--- src/sv/bddc_pkg.sv ---
`timescale 1ns / 1ps

package bddc_pkg;

  // counter width of both countdowns
  localparam int TMR_W = 16;
  localparam logic [32:0] TMR_MAX = (33'd1 << TMR_W) - 33'd1;

  localparam int CFG_W      = 16;
  localparam int CFG_ADDR_W = 1;

  localparam logic [CFG_ADDR_W-1:0] REG_DEBOUNCE = 1'b0;
  localparam logic [CFG_ADDR_W-1:0] REG_HOLD     = 1'b1;

  localparam logic [1:0] PRESS_SAT = 2'd3;

  typedef enum logic [1:0] {
    EV_NONE    = 2'd0,
    EV_PRESS   = 2'd1,
    EV_RELEASE = 2'd2,
    EV_DOUBLE  = 2'd3
  } ev_t;

  typedef struct packed {
    logic tick;
    logic load;
    logic stop;
  } tmr_ctrl_t;

  typedef struct packed {
    logic running;
    logic expire;
  } tmr_stat_t;

  // zero loads as one, too-large values clamp to the counter maximum
  function automatic logic [TMR_W-1:0] load_value(input logic [CFG_W-1:0] v);
    logic [32:0] w;
    w = 33'(v);
    if (w > TMR_MAX) begin
      w = TMR_MAX;
    end
    if (w == 33'd0) begin
      w = 33'd1;
    end
    return w[TMR_W-1:0];
  endfunction

endpackage

--- src/sv/bddc_timer.sv ---
`timescale 1ns / 1ps

module bddc_timer
  import bddc_pkg::*;
(
  input  logic             clk,
  input  logic             rst_n,
  input  tmr_ctrl_t        ctrl,
  input  logic [CFG_W-1:0] load_reg,
  output tmr_stat_t        stat
);

  logic [TMR_W-1:0] cnt_r, cnt_nxt;
  logic             running_r, running_nxt;

  // a running count never sits at zero, so expiry is the step from one
  assign stat.running = running_r;
  assign stat.expire  = running_r && (cnt_r == TMR_W'(1));

  always_comb begin
    cnt_nxt     = cnt_r;
    running_nxt = running_r;
    if (ctrl.load) begin
      cnt_nxt     = load_value(load_reg);
      running_nxt = 1'b1;
    end else if (ctrl.stop || (ctrl.tick && stat.expire)) begin
      cnt_nxt     = '0;
      running_nxt = 1'b0;
    end else if (ctrl.tick && running_r) begin
      cnt_nxt = cnt_r - TMR_W'(1);
    end
  end

  always_ff @(posedge clk) begin
    if (!rst_n) begin
      cnt_r     <= '0;
      running_r <= 1'b0;
    end else begin
      cnt_r     <= cnt_nxt;
      running_r <= running_nxt;
    end
  end

endmodule

--- src/sv/button_debounce_double_click.sv ---
`timescale 1ns / 1ps
// result: registered on the clock edge that accepts its item
// throughput: one item per cycle while the input is not stalled, set by a single pass through two countdowns and flags
// input stalls while a result waits; a new item enters in the cycle that result leaves
// reset: synchronous, active low; clears level, timers, press count, hold flag and output valid
// registers return to debounce 1 tick and hold window 300 ticks

module button_debounce_double_click
  import bddc_pkg::*;
(
  input  logic                  clk,
  input  logic                  rst_n,
  // tick items
  input  logic                  in_valid,
  output logic                  in_stall,
  input  logic                  in_pressed,
  // result items
  output logic                  out_valid,
  input  logic                  out_stall,
  output logic [1:0]            out_event_res,
  // register writes
  input  logic                  cfg_we,
  input  logic [CFG_ADDR_W-1:0] cfg_addr,
  input  logic [CFG_W-1:0]      cfg_wdata
);

  // configuration registers
  logic [CFG_W-1:0] debounce_ticks_r;
  logic [CFG_W-1:0] hold_ticks_r;

  // tracking state
  logic       last_level_r, last_level_nxt;
  logic [1:0] press_count_r, press_count_nxt;
  logic       held_r, held_nxt;

  // output register
  logic out_valid_r;
  ev_t  out_event_r;
  ev_t  ev_nxt;

  tmr_ctrl_t db_ctrl, win_ctrl;
  tmr_stat_t db_stat, win_stat;

  logic       in_fire;
  logic       win_exp;
  logic       win_press;
  logic [1:0] pc_a;
  logic       held_a;
  logic       lvl_change;
  logic       settle_press;
  logic       settle_rel;
  logic       dbl;

  // stall only while a finished result is still waiting downstream
  assign in_stall      = out_valid_r && out_stall;
  assign in_fire       = in_valid && !in_stall;
  assign out_valid     = out_valid_r;
  assign out_event_res = out_event_r;

  always_ff @(posedge clk) begin
    if (!rst_n) begin
      debounce_ticks_r <= CFG_W'(1);
      hold_ticks_r     <= CFG_W'(300);
    end else if (cfg_we) begin
      case (cfg_addr)
        REG_DEBOUNCE: debounce_ticks_r <= cfg_wdata;
        REG_HOLD:     hold_ticks_r     <= cfg_wdata;
        default: begin
        end
      endcase
    end
  end

  always_comb begin
    // window is handled first: expiry with one press still down means a hold
    win_exp   = win_stat.expire;
    win_press = win_exp && (press_count_r == 2'd1) && in_pressed;
    pc_a      = win_exp ? 2'd0 : press_count_r;
    held_a    = held_r || win_press;

    // any level change restarts the debounce and hides its expiry
    lvl_change   = (in_pressed != last_level_r);
    settle_press = !lvl_change && db_stat.expire && in_pressed;
    settle_rel   = !lvl_change && db_stat.expire && !in_pressed;
    dbl          = settle_rel && (pc_a == 2'd2);

    last_level_nxt  = in_pressed;
    press_count_nxt = pc_a;
    held_nxt        = held_a;
    if (settle_press) begin
      if (pc_a == 2'd0) begin
        held_nxt = 1'b0;
      end
      if (pc_a != PRESS_SAT) begin
        press_count_nxt = pc_a + 2'd1;
      end
    end else if (dbl) begin
      press_count_nxt = 2'd0;
    end

    // double click wins over release
    if (dbl) begin
      ev_nxt = EV_DOUBLE;
    end else if (settle_rel && held_a) begin
      ev_nxt = EV_RELEASE;
    end else if (win_press) begin
      ev_nxt = EV_PRESS;
    end else begin
      ev_nxt = EV_NONE;
    end

    db_ctrl.tick  = in_fire;
    db_ctrl.load  = in_fire && lvl_change;
    db_ctrl.stop  = 1'b0;
    win_ctrl.tick = in_fire;
    win_ctrl.load = in_fire && settle_press && (pc_a == 2'd0);
    win_ctrl.stop = in_fire && dbl;
  end

  bddc_timer u_db_timer (
    .clk      (clk),
    .rst_n    (rst_n),
    .ctrl     (db_ctrl),
    .load_reg (debounce_ticks_r),
    .stat     (db_stat)
  );

  bddc_timer u_win_timer (
    .clk      (clk),
    .rst_n    (rst_n),
    .ctrl     (win_ctrl),
    .load_reg (hold_ticks_r),
    .stat     (win_stat)
  );

  always_ff @(posedge clk) begin
    if (!rst_n) begin
      last_level_r  <= 1'b0;
      press_count_r <= 2'd0;
      held_r        <= 1'b0;
      out_valid_r   <= 1'b0;
    end else begin
      if (in_fire) begin
        last_level_r  <= last_level_nxt;
        press_count_r <= press_count_nxt;
        held_r        <= held_nxt;
        out_valid_r   <= 1'b1;
      end else if (!out_stall) begin
        out_valid_r <= 1'b0;
      end
    end
  end

  always_ff @(posedge clk) begin
    if (in_fire) begin
      out_event_r <= ev_nxt;
    end
  end

  // a press count is pending exactly while the decision window runs
  a_window_tracks_count: assert property (@(posedge clk) disable iff (!rst_n)
    win_stat.running == (press_count_r != 2'd0))
    else $error("window state and press count disagree");

  // a reported hold leaves the hold flag armed, unless a new first press clears it
  a_press_arms_hold: assert property (@(posedge clk) disable iff (!rst_n)
    (in_fire && ev_nxt == EV_PRESS && !settle_press) |=> held_r)
    else $error("hold flag not armed after press");

  // a double click closes the window
  a_double_closes_window: assert property (@(posedge clk) disable iff (!rst_n)
    (in_fire && ev_nxt == EV_DOUBLE) |=> (!win_stat.running && press_count_r == 2'd0))
    else $error("window still open after double click");

endmodule

--- config.mk ---
export PLATFORM = sky130hd
export DESIGN_NAME = button_debounce_double_click
export DESIGN_NICKNAME = d
export VERILOG_FILES = /design/src/sv/bddc_pkg.sv /design/src/sv/bddc_timer.sv /design/src/sv/button_debounce_double_click.sv
export SDC_FILE = /design/constraint.sdc
export NUM_CORES = 1
export LEC_CHECK = 0
export BUFFER_PORTS_ARGS = -buffer_cell sky130_fd_sc_hd__buf_2
export CORE_ASPECT_RATIO = 0.7
export CORE_MARGIN = 1.5
export CORE_UTILIZATION = 35
export DETAILED_ROUTE_END_ITERATION = 10
export PLACE_DENSITY = 0.51
export REMOVE_ABC_BUFFERS = 1
export SLEW_MARGIN = 15
export SYNTH_ARGS = -nofsm -noshare
export SYNTH_HDL_FRONTEND = slang
export SYNTH_SLANG_ARGS = --single-unit
--- constraint.sdc ---
create_clock -name clk -period 4.2 [get_ports clk]
set_clock_uncertainty 0.2 [all_clocks]
set_input_delay 0.21 -clock clk [delete_from_list [all_inputs] [get_ports clk]]
set_output_delay 0.21 -clock clk [all_outputs]
set_load 0.01 [all_outputs]
==> results of run 1 <==
## cell type report
class	count	area [um^2]
Clock buffer	11	264.0
Fill cell	1080	5947
Sequential cell	73	1481
Multi-Input combinational cell	378	2132
Timing Repair Buffer	46	325.3
Clock inverter	4	50.05
Inverter	8	30.03
Tap cell	132	165.2
## layer usage
metal | vias to the layer above | wire, um | track usage
met3 | 14 | 863 | 0.05119
met2 | 130 | 4281 | 0.2726
met1 | 1734 | 6026 | 0.3173
met5 | - | 0 | 0
met4 | 0 | 112 | 0.05208
li1 | 1820 | - | -
## kinds of logic (layout without fill, tap and decap cells)
| logic type | count (synthesis) | after routing | share of synthesized area |
|---|---|---|---|
| compound gates | 141 | 141 | 0.2365 |
| xor+xnor | 5 | 5 | 0.01164 |
| fa+ha+maj | 4 | 4 | 0.01330 |
| buf+inv | 34 | 69 | 0.04024 |
| flops | 73 | 73 | 0.3937 |
| mux | 4 | 4 | 0.01064 |
| simple gates | 224 | 224 | 0.2940 |
## sequential cells by signal (all words and copies together) (netlist names), 2 cells and up
signal / count
u_db_timer.cnt_r: 16
out_event_res: 2
hold_ticks_r: 16
debounce_ticks_r: 16
u_win_timer.cnt_r: 16
press_count_r: 2
## layout by cell type, fill, tap and decap left out, types with 3 or more instances in the layout
cell                            instances
sky130_fd_sc_hd__or3_1                  3
sky130_fd_sc_hd__nor2_1                32
sky130_fd_sc_hd__mux2i_1                4
sky130_fd_sc_hd__nand4_1                3
sky130_fd_sc_hd__and3_1                 6
sky130_fd_sc_hd__nor4_1                17
sky130_fd_sc_hd__a21o_1                 3
sky130_fd_sc_hd__nor3_1                14
sky130_fd_sc_hd__a31o_2                 4
sky130_fd_sc_hd__a211oi_1               7
sky130_fd_sc_hd__xor2_1                 4
sky130_fd_sc_hd__nand3_1               21
sky130_fd_sc_hd__nor2b_1                4
sky130_fd_sc_hd__dfxtp_1               71
sky130_fd_sc_hd__dlygate4sd3_1         18
sky130_fd_sc_hd__a211oi_2               4
sky130_fd_sc_hd__and2_1                 6
sky130_fd_sc_hd__buf_2                 26
sky130_fd_sc_hd__a21oi_1               52
sky130_fd_sc_hd__a32oi_1                3
sky130_fd_sc_hd__o21ai_0               39
sky130_fd_sc_hd__clkbuf_16             10
sky130_fd_sc_hd__inv_1                  7
sky130_fd_sc_hd__ha_1                   4
sky130_fd_sc_hd__nand2_1               95
sky130_fd_sc_hd__a22oi_1                6
## repair_timing
| action | in CTS | in global routing |
|---|---|---|
| gates resized for setup | 0 | 0 |
| hold buffers | 18 | 0 |
| endpoints found under the setup margin | 0 | 0 |
| hold endpoints to repair | 34 | 0 |
| buffers inserted | 0 | 0 |
## through the flow
stage | hold slack [ns] | setup WS, ns
final | 0.01956 | 1.174
after global routing | 0.04602 | 0.8964
after CTS | 0.01891 | 1.214
after detailed placement | 0.2348 | 1.222
after global placement | 0.2286 | 1.356
after floorplan | 0.08183 | 1.171
## power by group through the flow
stage / clock network [mW] / registers, mW / logic (mW)
after floorplan: 0 / 0.773 / 0.196
after global placement: 0 / 0.787 / 0.274
after detailed placement: 0 / 0.787 / 0.275
after CTS: 0.818 / 0.772 / 0.289
after global routing: 0.851 / 0.778 / 0.328
final: 0.802 / 0.774 / 0.294
## worst max-delay path, stage by stage, from the launching register on
cell and delay [ns]:
sky130_fd_sc_hd__dfxtp_1 0.36, sky130_fd_sc_hd__nor4_1 0.65, sky130_fd_sc_hd__and2_2 0.32, sky130_fd_sc_hd__a21oi_1 0.22
sky130_fd_sc_hd__nor4_4 0.76, sky130_fd_sc_hd__a211oi_1 0.20, sky130_fd_sc_hd__a211oi_2 0.22
## final timing paths
path / start / to / slack [ns] / cells after the start
worst max-delay path: u_win_timer.cnt_r[7] / u_win_timer.cnt_r[3] / 1.17 / 6
worst min-delay path: out_stall / out_valid / 0.02 / 3
worst max register to register: u_win_timer.cnt_r[7] / u_win_timer.cnt_r[3] / 1.17 / 6
worst min register to register: hold_ticks_r[0] / hold_ticks_r[0] / 0.27 / 2
==> summary.txt, run 1 <==
Timing
  – Rel. slew slack: 0.3449
  – Final-report setup violation count: 0
  – Slew of the pin with the lowest slew margin: 0.9807 ns
  – Share of the clock period used by the worst path after layout: 0.7206
  – Aggregate negative setup slack: 0 ns
  – Fin. max-slew vios: 0
  – Final period demand of the worst path: 3.026 ns
  – RSZ-0062 raised after global routing: false
  – Max Clk Rate: 0.3304 GHz
  – Count of endpoints failing hold in the final timing report: 0

Global route
  – Global-route wire length before repair: 18.04 mm
  – Via count of the first global-routing pass: 3320
  – Largest net degree at the start of global routing: 42
  – Grt ovf: 0
  – Overall Global Routing Usage: 0.2034
  – Number of antenna violations at the first check in global routing: 0

Pwr
  – Power spent charging and discharging nets: 0.5157 mW
  – Total power: 1.870 mW
  – Fraction of power consumed by sequential logic: 0.414
  – Worst-case vdd ir drop: 178.3 uV
  – Leakage component of the power: 1.672 nW
  – Internal Power: 1.354 mW
  – Combinational power share: 0.157
  – Sw frac: 0.2757
  – Cell area power density: 420.4 mW/mm^2
  – Part of the power in the clock network: 0.429

Routing
  – First-pass detailed-route iteration total: 5
  – Number of remaining DRC errors: 0
  – Number of DRC violations after detailed-routing iteration 0: 271
  – Remaining number of nets flagged by the antenna check after routing: 0
  – Total length of routed wires: 11.29 mm
  – Average vias per placed instance: 5.672
  – Routed WL per cell: 17.31 um
  – Vias: 3698

Layout
  – Util after Layout: 0.4279
  – Area added between synthesis and finish: 18.22%
  – Area of all placed cells without fillers: 0.004448 mm^2
  – Number of antenna repair diodes: 0
  – Finished Layout Cells: 652
  – Net count, final: 543
  – Ratio of cells with drive above 1 in the final layout: 0.1250

Floorplanning
  – Placement Rows: 31
  – Die footprint: 0.01139 mm^2
  – Starting density of the core: 0.3619
  – Core Box Area: 0.01040 mm^2
  – Die H: 89.75 um
  – Die X: 126.9 um
  – Boundary pin count: 27

Clocking
  – Reg clk slew, reported paths: 0.06 ns
  – Sinks on Clock Net: 73
  – Clock tree from TritonCTS: done
  – Cell at the root of the clock tree: sky130_fd_sc_hd__clkbuf_16
  – # H-tree levels: 3
  – Maximum count of clock buffers along a single path: 2
  – Source-to-sink clock delay at the later pin of the worst-skew pair: 0.34 ns
  – CTS buffer count: 9

Placed design
  – Cells after DPL: 619
  – Final HPWL from detailed placement: 8.002 mm
  – Routability-driven placement congestion ratio: 0.8624
  – PortBufs: 26
  – Placed instance area: 0.003951 mm^2

Logic synthesis
  – Number of synthesized register bits: 73
  – Area fraction of the dominant cell type after synthesis: 0.3778
  – Top-count cell post-synth: sky130_fd_sc_hd__nand2_1
  – Portion of the post-synthesis area used by sequential elements: 0.3937
  – Number of synthesized flops with an enable pin: 2
  – Instance count of the mapped netlist: 485
  – Cell taking the most area after synthesis: sky130_fd_sc_hd__dfxtp_1
  – Total number of yosys warnings: 0
  – Ys flop type: sky130_fd_sc_hd__dfxtp_1
  – Netlist Area Pre-Place: 0.003762 mm^2
  – Post-synthesis cell type count: 63
  – Asr flop ratio synth: 0
  – Average footprint of a synthesized cell: 7.757 um^2
  – Top cells by count, synth: sky130_fd_sc_hd__nand2_1 (95), sky130_fd_sc_hd__dfxtp_1 (71), sky130_fd_sc_hd__a21oi_1 (52), sky130_fd_sc_hd__o21ai_0 (39), sky130_fd_sc_hd__nor2_1 (33)
  – Synth top area cells: sky130_fd_sc_hd__dfxtp_1 (38%), sky130_fd_sc_hd__nand2_1 (9.5%), sky130_fd_sc_hd__a21oi_1 (6.9%)

Setup path
  – Required arrival time at the worst endpoint: 4.26 ns
  – Category of the worst setup path capture point: flip-flop
  – Endpoint arrival time on the critical path: 3.09 ns
  – Startpoint type of the worst setup path: flip-flop
  – Class of the most critical setup path: flip-flop to flip-flop
  – Worst-path maximum fanout: 14

Min path
  – Hold WC Path Type: input pin to flip-flop

Status
  – Outcome: completed

Run
  – Number of max-cap violations: 0
No activity file was read; power rests on OpenSTA's default activity.
==> inputs of run 2 (changes only) <==
- PLACE_DENSITY: 0.51 -> 0.53
- clock period: 4.2 -> 2.4 ns (I/O delays scaled with it)
==> summary.txt, run 2 (same netlist as run 1, synthesis figures left out) <==
Status
  – Outcome: finished with violations
  – Violations in the final reports: negative setup slack

Timing
  – Final hold slack: 0.09874 ns (+0.07919 ns)
  – Aggregate negative setup slack: -1.440 ns (-1.440 ns)
  – Fin. max-slew vios: 0 (unchanged)
  – Max Clk Rate: 0.3946 GHz (+19%)
  – Rel. slew slack: 0.4182 (+0.07334)
  – Count of endpoints failing hold in the final timing report: 0 (unchanged)
  – Final period demand of the worst path: 2.534 ns (-0.4923 ns)
  – Slew of the pin with the lowest slew margin: 0.8636 ns (-0.1171 ns)
  – Final-report setup violation count: 19 (+19)
  – RSZ-0062 raised after global routing: true
  – Share of the clock period used by the worst path after layout: 1.056 (+0.3353)
  – PnR worst setup slack: -0.1340 ns (-1.308 ns)

Setup path
  – CP most frequent cell: sky130_fd_sc_hd__or3_4
  – Required arrival time at the worst endpoint: 2.46 ns (-1.80 ns)
  – Crit path max-delay cell type: sky130_fd_sc_hd__or4_4
  – Worst-path maximum fanout: 8 (-6)
  – Max stage delay on crit path: 0.53 ns (-0.23 ns)
  – Worst path cell trace: or4_4, or3_4, or3_4, o21bai_4, buf_12, nor2_4, a211oi_2
  – Category of the worst setup path capture point: flip-flop
  – Endpoint arrival time on the critical path: 2.60 ns (-0.49 ns)
  – Startpoint type of the worst setup path: flip-flop
  – Class of the most critical setup path: flip-flop to flip-flop

Global route
  – Overall Global Routing Usage: 0.2166 (+0.01321)
  – Largest net degree at the start of global routing: 42 (unchanged)
  – Via count of the first global-routing pass: 3715 (+12%)
  – Number of antenna violations at the first check in global routing: 0 (unchanged)
  – Global-route wire length before repair: 19.46 mm (+7.9%)
  – Grt ovf: 0 (unchanged)

Pwr
  – Cell area power density: 629.9 mW/mm^2 (+50%)
  – Total power: 3.313 mW (+77%)
  – Worst-case vdd ir drop: 347.4 uV (+95%)
  – Leakage component of the power: 2.091 nW (+25%)

Layout
  – Number of antenna repair diodes: 0 (unchanged)
  – Commonest cells after routing, fill and taps aside: sky130_fd_sc_hd__nand2_1 (92), sky130_fd_sc_hd__dfxtp_1 (70), sky130_fd_sc_hd__buf_4 (67), sky130_fd_sc_hd__a21oi_1 (48), sky130_fd_sc_hd__o21ai_0 (29)
  – Util after Layout: 0.5060 (+0.07812)
  – Net count, final: 620 (+14%)
  – Most common cell after layout, fill and taps aside: sky130_fd_sc_hd__nand2_1
  – Finished Layout Cells: 730 (+12%)
  – Ratio of cells with drive above 1 in the final layout: 0.2910 (+0.1660)
  – Area added between synthesis and finish: 39.81%
  – Area of all placed cells without fillers: 0.005260 mm^2 (+18%)

Routing
  – Number of DRC violations after detailed-routing iteration 0: 381 (+41%)
  – Number of remaining DRC errors: 0 (unchanged)
  – First-pass detailed-route iteration total: 5 (unchanged)
  – Routed WL per cell: 16.89 um (-2.4%)
  – Remaining number of nets flagged by the antenna check after routing: 0 (unchanged)
  – Total length of routed wires: 12.33 mm (+9.2%)
  – Average vias per placed instance: 5.559 (-2.0%)
  – Vias: 4058 (+9.7%)

Run
  – Number of max-cap violations: 0 (unchanged)

Floorplanning
  – Die X: 126.9 um (unchanged)
  – Core Box Area: 0.01040 mm^2 (unchanged)
  – Die H: 89.75 um (unchanged)
  – Boundary pin count: 27 (unchanged)
  – Placement Rows: 31 (unchanged)
  – Die footprint: 0.01139 mm^2 (unchanged)
  – Starting density of the core: 0.3619 (unchanged)

Min path
  – Hold WC Path Type: input pin to flip-flop

Placed design
  – Cells after DPL: 690 (+11%)
  – Final HPWL from detailed placement: 8.620 mm (+7.7%)
  – DP Worst Slack: -0.1168 ns (-1.339 ns)
  – Placed instance area: 0.004522 mm^2 (+14%)
  – Routability-driven placement congestion ratio: 0.8688 (+0.74%)
  – PortBufs: 26 (unchanged)

Clocking
  – Maximum count of clock buffers along a single path: 2 (unchanged)
  – # H-tree levels: 3 (unchanged)
  – Reg clk slew, reported paths: 0.06 ns (about the same)
  – CTS buffer count: 9 (unchanged)
  – Source-to-sink clock delay at the later pin of the worst-skew pair: 0.34 ns (about the same)
  – Sinks on Clock Net: 73 (unchanged)
  – Cell at the root of the clock tree: sky130_fd_sc_hd__clkbuf_16
  – Clock tree from TritonCTS: done
[run 2: worst max-delay path, delay by kind of cell (launching register included)]
kind,cells,cell delay [ns]
DFF,1,0.32
buffers and inverters,1,0.18
AOI/OAI and AO/OA,2,0.40
and+or+nand+nor,4,1.35
[run 2: per-layer routing]
metal	wire length, um	track usage	vias up	part of all wire
met4	124	0.05492	0	0.010
met1	6266	0.3349	1929	0.51
met2	5157	0.2976	140	0.42
met3	779	0.04940	17	0.063
li1	-	-	1972	-
met5	0	0	-	0
[run 2: final timing paths]
kind                          end            startpoint  cells past startpoint  slack [ns]
max          u_win_timer.cnt_r[3]  u_db_timer.cnt_r[10]                      7       -0.13
min          debounce_ticks_r[13]              cfg_addr                      5         0.1
max reg2reg  u_win_timer.cnt_r[3]  u_db_timer.cnt_r[10]                      7       -0.13
min reg2reg       hold_ticks_r[0]       hold_ticks_r[0]                      2        0.28
[run 2: report_power, final]
group          switching (mW)  total, mW  internal [mW]
Combinational           0.389      0.715          0.326
Sequential             0.0579       1.34           1.28
Clock                   0.530       1.26          0.729
[run 2: final cells by class]
| cell class | count | area (um^2) |
|---|---|---|
| timing repair buffer | 123 | 982.2 |
| inverter | 8 | 30.03 |
| clock buffer | 12 | 246.5 |
| fill | 1017 | 5135 |
| multi-input combinational | 378 | 2326 |
| tap | 132 | 165.2 |
| clock inverter | 4 | 27.53 |
| sequential | 73 | 1483 |
[run 2: repair_timing]
item / CTS / global route
setup endpoints to repair: 24 / 34
gates resized for setup: 26 / 39
hold endpoints to repair: 34 / 0
pin swaps: 3 / 12
hold buffers: 19 / 0
buffers inserted: 1 / 1
cloned: 1 / 2
